`config.mk`:
```
export PLATFORM = sky130hd
export DESIGN_NAME = slip_frame_decoder
export DESIGN_NICKNAME = d
export VERILOG_FILES = /design/src/rtl/core/sfd_pkg.sv /design/src/rtl/core/sfd_front.sv /design/src/rtl/core/sfd_queue.sv /design/src/rtl/core/sfd_back.sv /design/src/rtl/core/slip_frame_decoder.sv
export VERILOG_INCLUDE_DIRS = /design/src /design/src/rtl/core
export SDC_FILE = /design/constraint.sdc
export NUM_CORES = 1
export LEC_CHECK = 0
export ABC_CLOCK_PERIOD_IN_PS = 4000
export BUFFER_PORTS_ARGS = -buffer_cell sky130_fd_sc_hd__buf_4
export CAP_MARGIN = 15
export CORE_MARGIN = 2
export CORE_UTILIZATION = 59
export CTS_CLUSTER_DIAMETER = 40
export DETAILED_ROUTE_END_ITERATION = 12
export PLACE_DENSITY = 0.92
export SLEW_MARGIN = 40
export SYNTH_ARGS = -nofsm -noshare
export SYNTH_HDL_FRONTEND = slang
export SYNTH_SLANG_ARGS = --single-unit
```
`constraint.sdc`:
```
create_clock -name clk -period 4 [get_ports clk]
set_clock_uncertainty 0.2 [all_clocks]
set_input_delay 0.8 -clock clk [delete_from_list [all_inputs] [get_ports clk]]
set_output_delay 0.8 -clock clk [all_outputs]
set_load 0.03 [all_outputs]
```
`src/rtl/core/slip_frame_decoder_assert.svh`:
```
// Assertion helpers for the SLIP frame decoder.
// They expect signals named clk and arst_n in the including scope.
`ifndef SLIP_FRAME_DECODER_ASSERT_SVH
`define SLIP_FRAME_DECODER_ASSERT_SVH

// The condition must never hold at a clock edge outside reset.
`define SFD_ASSERT_NEVER(lbl, expr) \
	lbl: assert property (@(posedge clk) disable iff (!arst_n) !(expr)) \
		else $error("sfd assertion failed: never");

// The antecedent implies the consequent at the same clock edge.
`define SFD_ASSERT_IMPLY(lbl, ante, cons) \
	lbl: assert property (@(posedge clk) disable iff (!arst_n) (ante) |-> (cons)) \
		else $error("sfd assertion failed: implication");

`endif

```
`src/rtl/core/sfd_pkg.sv`:
```
package sfd_pkg;

	localparam int unsigned BYTE_W = 8;
	localparam int unsigned LEN_W = 11;
	localparam int unsigned STATUS_W = 3;
	localparam int unsigned MAX_PAYLOAD = 1024;
	localparam logic [LEN_W-1:0] LIMIT_RESET = LEN_W'(1024);

	localparam logic [BYTE_W-1:0] BYTE_START = 8'hCF;
	localparam logic [BYTE_W-1:0] BYTE_END = 8'hC0;
	localparam logic [BYTE_W-1:0] BYTE_ESC = 8'hDB;
	localparam logic [BYTE_W-1:0] BYTE_ESC_START = 8'hDE;
	localparam logic [BYTE_W-1:0] BYTE_ESC_END = 8'hDC;
	localparam logic [BYTE_W-1:0] BYTE_ESC_ESC = 8'hDD;

	localparam logic [STATUS_W-1:0] ST_OK = 3'd0;
	localparam logic [STATUS_W-1:0] ST_CUT = 3'd1;
	localparam logic [STATUS_W-1:0] ST_INCOMPLETE_ESC = 3'd2;
	localparam logic [STATUS_W-1:0] ST_INVALID_ESC = 3'd3;
	localparam logic [STATUS_W-1:0] ST_OVERFLOW = 3'd4;

	typedef enum logic [2:0] {
		KIND_DATA,
		KIND_START,
		KIND_END,
		KIND_ESC,
		KIND_ESC_START,
		KIND_ESC_END,
		KIND_ESC_ESC
	} byte_kind_t;

	typedef struct packed {
		byte_kind_t kind;
		logic [BYTE_W-1:0] raw;
	} queue_entry_t;

	typedef struct packed {
		logic full;
		logic empty;
	} queue_status_t;

	function automatic byte_kind_t classify(input logic [BYTE_W-1:0] b);
		byte_kind_t k;
		k = KIND_DATA;
		if (b == BYTE_START) begin
			k = KIND_START;
		end else if (b == BYTE_END) begin
			k = KIND_END;
		end else if (b == BYTE_ESC) begin
			k = KIND_ESC;
		end else if (b == BYTE_ESC_START) begin
			k = KIND_ESC_START;
		end else if (b == BYTE_ESC_END) begin
			k = KIND_ESC_END;
		end else if (b == BYTE_ESC_ESC) begin
			k = KIND_ESC_ESC;
		end
		return k;
	endfunction

endpackage

```
`src/rtl/core/sfd_front.sv`:
```
module sfd_front (
	input  logic                      clk,
	input  logic                      arst_n,
	input  logic                      in_valid,
	output logic                      in_ready,
	input  logic [sfd_pkg::BYTE_W-1:0] in_byte,
	input  sfd_pkg::queue_status_t    q_status,
	output logic                      push,
	output sfd_pkg::queue_entry_t     push_entry
);

	logic                  valid_s1;
	sfd_pkg::queue_entry_t entry_s1;

	assign push       = valid_s1 && !q_status.full;
	assign in_ready   = !valid_s1 || !q_status.full;
	assign push_entry = entry_s1;

	always_ff @(posedge clk or negedge arst_n) begin
		if (!arst_n) begin
			valid_s1 <= 1'b0;
		end else if (in_valid && in_ready) begin
			valid_s1 <= 1'b1;
		end else if (push) begin
			valid_s1 <= 1'b0;
		end
	end

	always_ff @(posedge clk) begin
		if (in_valid && in_ready) begin
			entry_s1.kind <= sfd_pkg::classify(in_byte);
			entry_s1.raw  <= in_byte;
		end
	end

endmodule

```
`src/rtl/core/sfd_queue.sv`:
```
module sfd_queue #(
	parameter int unsigned QUEUE_DEPTH = 4
) (
	input  logic                   clk,
	input  logic                   arst_n,
	input  logic                   push,
	input  sfd_pkg::queue_entry_t  push_entry,
	input  logic                   pop,
	output sfd_pkg::queue_entry_t  head,
	output sfd_pkg::queue_status_t status
);

	localparam int unsigned PTR_W = (QUEUE_DEPTH > 1) ? $clog2(QUEUE_DEPTH) : 1;
	localparam int unsigned CNT_W = $clog2(QUEUE_DEPTH + 1);
	localparam logic [PTR_W-1:0] PTR_LAST = PTR_W'(QUEUE_DEPTH - 1);
	localparam logic [CNT_W-1:0] CNT_FULL = CNT_W'(QUEUE_DEPTH);

	sfd_pkg::queue_entry_t slots_q [QUEUE_DEPTH];
	logic [PTR_W-1:0] wr_ptr_q;
	logic [PTR_W-1:0] rd_ptr_q;
	logic [CNT_W-1:0] count_q;

	assign head         = slots_q[rd_ptr_q];
	assign status.full  = (count_q == CNT_FULL);
	assign status.empty = (count_q == '0);

	always_ff @(posedge clk or negedge arst_n) begin
		if (!arst_n) begin
			wr_ptr_q <= '0;
			rd_ptr_q <= '0;
			count_q  <= '0;
		end else begin
			if (push) begin
				wr_ptr_q <= (wr_ptr_q == PTR_LAST) ? '0 : wr_ptr_q + 1'b1;
			end
			if (pop) begin
				rd_ptr_q <= (rd_ptr_q == PTR_LAST) ? '0 : rd_ptr_q + 1'b1;
			end
			if (push && !pop) begin
				count_q <= count_q + 1'b1;
			end else if (pop && !push) begin
				count_q <= count_q - 1'b1;
			end
		end
	end

	always_ff @(posedge clk) begin
		if (push) begin
			slots_q[wr_ptr_q] <= push_entry;
		end
	end

endmodule

```
`src/rtl/core/sfd_back.sv`:
```
module sfd_back (
	input  logic                         clk,
	input  logic                         arst_n,
	input  logic [sfd_pkg::LEN_W-1:0]    limit,
	input  sfd_pkg::queue_entry_t        head,
	input  sfd_pkg::queue_status_t       q_status,
	output logic                         pop,
	output logic                         out_valid,
	input  logic                         out_ready,
	output logic [sfd_pkg::BYTE_W-1:0]   out_byte,
	output logic                         frame_done,
	output logic [sfd_pkg::STATUS_W-1:0] status,
	output logic [sfd_pkg::LEN_W-1:0]    frame_length
);

	logic                         in_frame_q;
	logic                         escape_q;
	logic [sfd_pkg::LEN_W-1:0]    count_q;
	logic                         out_valid_q;
	logic [sfd_pkg::BYTE_W-1:0]   out_byte_q;
	logic                         done_q;
	logic [sfd_pkg::STATUS_W-1:0] status_q;
	logic [sfd_pkg::LEN_W-1:0]    length_q;

	logic                         in_frame_d;
	logic                         escape_d;
	logic [sfd_pkg::LEN_W-1:0]    count_d;
	logic                         emit;
	logic                         emit_end;
	logic [sfd_pkg::STATUS_W-1:0] emit_status;
	logic [sfd_pkg::BYTE_W-1:0]   emit_byte;
	logic                         want_byte;
	logic [sfd_pkg::BYTE_W-1:0]   data_byte;
	logic                         bad_escape;

	assign pop = !q_status.empty && (!out_valid_q || out_ready);

	always_comb begin
		bad_escape = 1'b0;
		data_byte  = head.raw;
		if (escape_q) begin
			unique case (head.kind)
				sfd_pkg::KIND_ESC_START: data_byte = sfd_pkg::BYTE_START;
				sfd_pkg::KIND_ESC_END:   data_byte = sfd_pkg::BYTE_END;
				sfd_pkg::KIND_ESC_ESC:   data_byte = sfd_pkg::BYTE_ESC;
				default:                 bad_escape = 1'b1;
			endcase
		end
	end

	always_comb begin
		in_frame_d  = in_frame_q;
		escape_d    = escape_q;
		count_d     = count_q;
		emit        = 1'b0;
		emit_end    = 1'b0;
		emit_status = sfd_pkg::ST_OK;
		emit_byte   = '0;
		want_byte   = 1'b0;
		priority if (!in_frame_q) begin
			if (head.kind == sfd_pkg::KIND_START) begin
				in_frame_d = 1'b1;
				escape_d   = 1'b0;
				count_d    = '0;
			end
		end else if (head.kind == sfd_pkg::KIND_START) begin
			emit        = 1'b1;
			emit_end    = 1'b1;
			emit_status = sfd_pkg::ST_CUT;
			escape_d    = 1'b0;
			count_d     = '0;
		end else if (head.kind == sfd_pkg::KIND_END) begin
			emit        = 1'b1;
			emit_end    = 1'b1;
			emit_status = escape_q ? sfd_pkg::ST_INCOMPLETE_ESC : sfd_pkg::ST_OK;
			in_frame_d  = 1'b0;
			escape_d    = 1'b0;
			count_d     = '0;
		end else if (escape_q && bad_escape) begin
			emit        = 1'b1;
			emit_end    = 1'b1;
			emit_status = sfd_pkg::ST_INVALID_ESC;
			in_frame_d  = 1'b0;
			escape_d    = 1'b0;
			count_d     = '0;
		end else if (!escape_q && head.kind == sfd_pkg::KIND_ESC) begin
			escape_d = 1'b1;
		end else begin
			want_byte = 1'b1;
		end

		if (want_byte) begin
			emit     = 1'b1;
			escape_d = 1'b0;
			if (count_q >= limit) begin
				emit_end    = 1'b1;
				emit_status = sfd_pkg::ST_OVERFLOW;
				in_frame_d  = 1'b0;
				count_d     = '0;
			end else begin
				emit_byte = data_byte;
				count_d   = count_q + 1'b1;
			end
		end
	end

	always_ff @(posedge clk or negedge arst_n) begin
		if (!arst_n) begin
			in_frame_q  <= 1'b0;
			escape_q    <= 1'b0;
			count_q     <= '0;
			out_valid_q <= 1'b0;
		end else if (pop) begin
			in_frame_q  <= in_frame_d;
			escape_q    <= escape_d;
			count_q     <= count_d;
			out_valid_q <= emit;
		end else if (out_ready) begin
			out_valid_q <= 1'b0;
		end
	end

	always_ff @(posedge clk) begin
		if (pop && emit) begin
			out_byte_q <= emit_byte;
			done_q     <= emit_end;
			status_q   <= emit_status;
			length_q   <= emit_end ? count_q : '0;
		end
	end

	assign out_valid    = out_valid_q;
	assign out_byte     = out_byte_q;
	assign frame_done   = done_q;
	assign status       = status_q;
	assign frame_length = length_q;

endmodule

```
`src/rtl/core/slip_frame_decoder.sv`:
```
// SLIP frame decoder with an explicit start byte (0xCF), end byte (0xC0) and escape byte
// (0xDB). One encoded byte enters per word on s_axis and the block sustains one byte per
// clock cycle while m_axis is ready; input passes through the input stage, the queue and
// the result register, and a queue of QUEUE_DEPTH entries absorbs stalls on m_axis. Each
// payload byte gives one word with tlast low; each frame end, cut or error gives one word
// with tlast high, the status and the frame length. Bytes outside a frame give no word. The
// payload limit in force is the smaller of cfg_data as last written (reset 1024) and 1024;
// the user must write it only while the block is idle; the block itself does not enforce it.
module slip_frame_decoder #(
	parameter int unsigned QUEUE_DEPTH = 4
) (
	input  logic        clk,
	input  logic        arst_n,
	input  logic        cfg_valid,
	output logic        cfg_ready,
	input  logic [10:0] cfg_data,
	input  logic        s_axis_tvalid,
	output logic        s_axis_tready,
	input  logic [7:0]  s_axis_tdata,  // in_byte[7:0]
	output logic        m_axis_tvalid,
	input  logic        m_axis_tready,
	output logic [23:0] m_axis_tdata,  // out_byte[7:0], status[10:8], frame_length[21:11], zero
	output logic        m_axis_tlast   // frame_done
);

	logic [sfd_pkg::LEN_W-1:0]    payload_limit_q;
	logic [sfd_pkg::LEN_W-1:0]    limit;
	logic                         push;
	logic                         pop;
	sfd_pkg::queue_entry_t        push_entry;
	sfd_pkg::queue_entry_t        head;
	sfd_pkg::queue_status_t       q_status;
	logic [sfd_pkg::BYTE_W-1:0]   out_byte;
	logic [sfd_pkg::STATUS_W-1:0] status;
	logic [sfd_pkg::LEN_W-1:0]    frame_length;

	assign cfg_ready = 1'b1;

	always_ff @(posedge clk or negedge arst_n) begin
		if (!arst_n) begin
			payload_limit_q <= sfd_pkg::LIMIT_RESET;
		end else if (cfg_valid && cfg_ready) begin
			payload_limit_q <= cfg_data;
		end
	end

	assign limit = (payload_limit_q > sfd_pkg::LEN_W'(sfd_pkg::MAX_PAYLOAD))
		? sfd_pkg::LEN_W'(sfd_pkg::MAX_PAYLOAD) : payload_limit_q;

	sfd_front u_front (
		.clk        (clk),
		.arst_n     (arst_n),
		.in_valid   (s_axis_tvalid),
		.in_ready   (s_axis_tready),
		.in_byte    (s_axis_tdata),
		.q_status   (q_status),
		.push       (push),
		.push_entry (push_entry)
	);

	sfd_queue #(
		.QUEUE_DEPTH (QUEUE_DEPTH)
	) u_queue (
		.clk        (clk),
		.arst_n     (arst_n),
		.push       (push),
		.push_entry (push_entry),
		.pop        (pop),
		.head       (head),
		.status     (q_status)
	);

	sfd_back u_back (
		.clk          (clk),
		.arst_n       (arst_n),
		.limit        (limit),
		.head         (head),
		.q_status     (q_status),
		.pop          (pop),
		.out_valid    (m_axis_tvalid),
		.out_ready    (m_axis_tready),
		.out_byte     (out_byte),
		.frame_done   (m_axis_tlast),
		.status       (status),
		.frame_length (frame_length)
	);

	assign m_axis_tdata = {2'b00, frame_length, status, out_byte};

`include "slip_frame_decoder_assert.svh"

	`SFD_ASSERT_IMPLY(a_byte_word_clean, m_axis_tvalid && !m_axis_tlast, m_axis_tdata[21:8] == '0)
	`SFD_ASSERT_NEVER(a_length_bound, m_axis_tvalid && m_axis_tdata[21:11] > 11'd1024)
	`SFD_ASSERT_IMPLY(a_stall_means_full, !s_axis_tready, q_status.full)
	`SFD_ASSERT_NEVER(a_pop_empty, pop && q_status.empty)

endmodule

```
==> results.cfg <==
[clocking]
h-tree-depth = 3
holdBufCountCts = 0
cts_setup_buffers = 0
cts.reportedPaths.clkPinSlew_ps = 110
cts_buffers = 9
root_buffer = clkbuf_8
cts_tree = built
clock_path_buffers = 2
cts-resized-gates = 0
clock_latency_ps = 370
numClockSinks = 111

[synthesis]
ys.flop_type = edfxtp_1
synth.most_common_cell = edfxtp_1
syn_inst = 375
avgSynthCellArea_um2 = 13.5
synth.distinct_cells = 54
synth_top_area_share_pct = 46.1
synth_area_mm2 = 0.00508
synth-edff-count = 78
yosysSeqAreaShare_pct = 62.4
async_flop_share_pct = 29.7
synth_common_cells = 78 x edfxtp_1, 33 x nand2_1, 32 x dfrtp_1
synth_top_area_cell = edfxtp_1
synth_warnings = 0
ys_top_cells_by_area = edfxtp_1 46%, dfrtp_1 16%, mux4_2 4.9%
ys_seq_elements = 111

[worst_setup_path]
start_kind = register
startpoint = u_queue.rd_ptr_q[0]
endpoint_kind = register
cp-endpoint = u_back.count_q[3]
cp_top_family = multiplexers
reg2reg_depth = 5
path_max_fanout = 13
r2r_end = u_back.count_q[3]
critPathKind = reg -> reg
path_buf_inv = 0
crit_arrival_ps = 2880
crit_path_top_delay_cell = mux4_2
r2r_setup_slack_ps = 1160
r2r-start = u_queue.rd_ptr_q[0]
crit_required_ps = 4050
cp.depth = 5
critPathMaxStageDelay_ps = 690
path_cells = mux4_2, nor3b_4, a31oi_2, nand4b_4, o22ai_1

[floorplan]
die_w_um = 96.8
fp-row-count = 33
ioPinCount = 52
coreArea_mm2 = 0.00830
die_y_um = 96.8
initial_core_util_pct = 61.2
fp.dieArea_mm2 = 0.00936

[timing]
slew_violations = 0
fin_crit_ps = 2840
holdWs_ps = 154
tightest_slew_ps = 610
timing.fmax_ghz = 0.353
setup_violations = 0
finalCritPeriodShare_pct = 70.9
relSlewSlack_pct = 59.2
rsz0062_at_grt = false
hold_viol = 0
final.setup.tns_ps = 0

[placed_design]
place_congestion = 0.847
port_buffers = 48
dp_hpwl_um = 6880

[layout]
area_growth_pct = 12.8
seqCellArea_mm2 = 0.00317
multi_input_area_mm2 = 0.00172
nFillCells = 544
fin_nets = 467
diodes = 0
drive_gt1_share_pct = 23.5

[global_routing]
grt_usage_pct = 21.3
antenna_found_initial = 0
gr-total-overflow = 0
grt_pass1_vias = 3153
grt_max_degree = 34
grt_pass1_wl_um = 15800

[power_and_ir_drop]
irDropWorstVdd_v = 0.000509
p_leak_nw = 2.23
cellPowerDensity_mw_per_mm2 = 730

[routing]
vias = 3140
drtIter0Drc = 267
vias_per_cell = 5.88
first_pass_iters = 7
post_drt_wl_per_cell_um = 17.5
postRouteAntennaNets = 0
drc_errors = 0
wirelength_um = 9350

[run]
drv_cap = 0

[min_path]
min_path_type = in -> async

[run_status]
outcome = finished, final reports clean
[logic make-up after synthesis]
| logic type | synth area share (%) |
|---|---|
| buffers and inverters | 3.70 |
| xor gates and xnor gates | 0.690 |
| and+or+nand+nor | 12.2 |
| DFF | 62.4 |
| other | 0.148 |
| AOI/OAI and AO/OA | 8.72 |
| adders and majority gates | 4.83 |
| muxes | 7.32 |
[how the worst min path moves through the flow]
stage,start,to,slack [ps],depth (start not counted)
after global routing,arst_n,u_back.count_q[7],170,1
final,arst_n,u_back.count_q[7],150,1
after detailed placement,u_front.push_entry[9],u_queue.slots_q[1][9],290,0
after global placement,u_front.push_entry[10],u_queue.slots_q[0][10],270,0
after floorplan,u_front.push_entry[0],u_queue.slots_q[0][0],260,0
after CTS,arst_n,u_back.count_q[7],160,1
[power breakdown]
group	internal [mW]	leakage (nW)	switching [mW]
clock network	0.308	0.110	0.403
logic	0.658	0.973	1.00
registers	1.61	1.15	0.202
total	2.57	2.23	1.61
[placed cells by master, fill, tap and decap left out, types with 2 or more instances in the layout]
cell type  instances
a21o_1             2
a21oi_1           15
a22oi_1            3
a311oi_1           7
and2_1            17
and3_1             2
and3b_1            2
buf_4             53
clkbuf_8           9
clkinv_8           2
conb_1             3
dfrtp_1           32
edfxtp_1          78
ha_1              18
inv_1             21
inv_6              3
mux2_2            11
mux4_2            11
nand2_1           33
nand2b_1           7
nand3_1            7
nand4_1            4
nor2_1            19
nor2b_1            3
nor3_1             3
nor3b_1            4
o21ai_0           18
o22ai_1            8
o31ai_1            2
or3_1              4
or4_1              2
xor2_1             3
[registers in the layout (all words and copies together), names as in the netlist, 2 cells and up]
register and cells:
u_back.out_byte 8, u_back.count_q 11, u_queue.rd_ptr_q 2, u_queue.wr_ptr_q 2, u_queue.slots_q 44, payload_limit_q 11
u_back.frame_length 11, u_queue.count_q 3, u_back.status 3, u_front.push_entry 11
[stage by stage]
step	std cells	worst slack [ps]	power, mW	util [%]	area [um^2]
global placement	518	1260	3.39	66.3	5510
finish	534	1160	4.18	69.0	5730
CTS	534	1160	4.19	69.0	5730
floorplan	376	1130	3.04	-	5080
global route	534	957	4.43	69.0	5730
detailed placement	518	1160	3.50	66.3	5510
[area by class of cell]
type	instances	area share (%)
inverters	22	1.44
clock inverters	7	1.70
repair buffers	53	6.95
clock buffers	9	2.16
multi-input cells	227	30.1
flip-flops and latches	111	55.3
well taps	105	2.29
[routing by layer]
layer  wire, um  global-route usage [%]  up-vias
met2       4730                    35.8      144
met4        200                    7.91        0
met3        597                    3.83       17
met1       3820                    28.0     1496
li1           -                       -     1483
met5          0                       0        -
[worst reg2reg max path, cell delays in order (launching register included)]
cell and delay [ps]:
dfrtp_1 660, mux4_2 700, nor3b_4 210, a31oi_2 510
nand4b_4 320, o22ai_1 110
(Power assumes the default switching activity.)
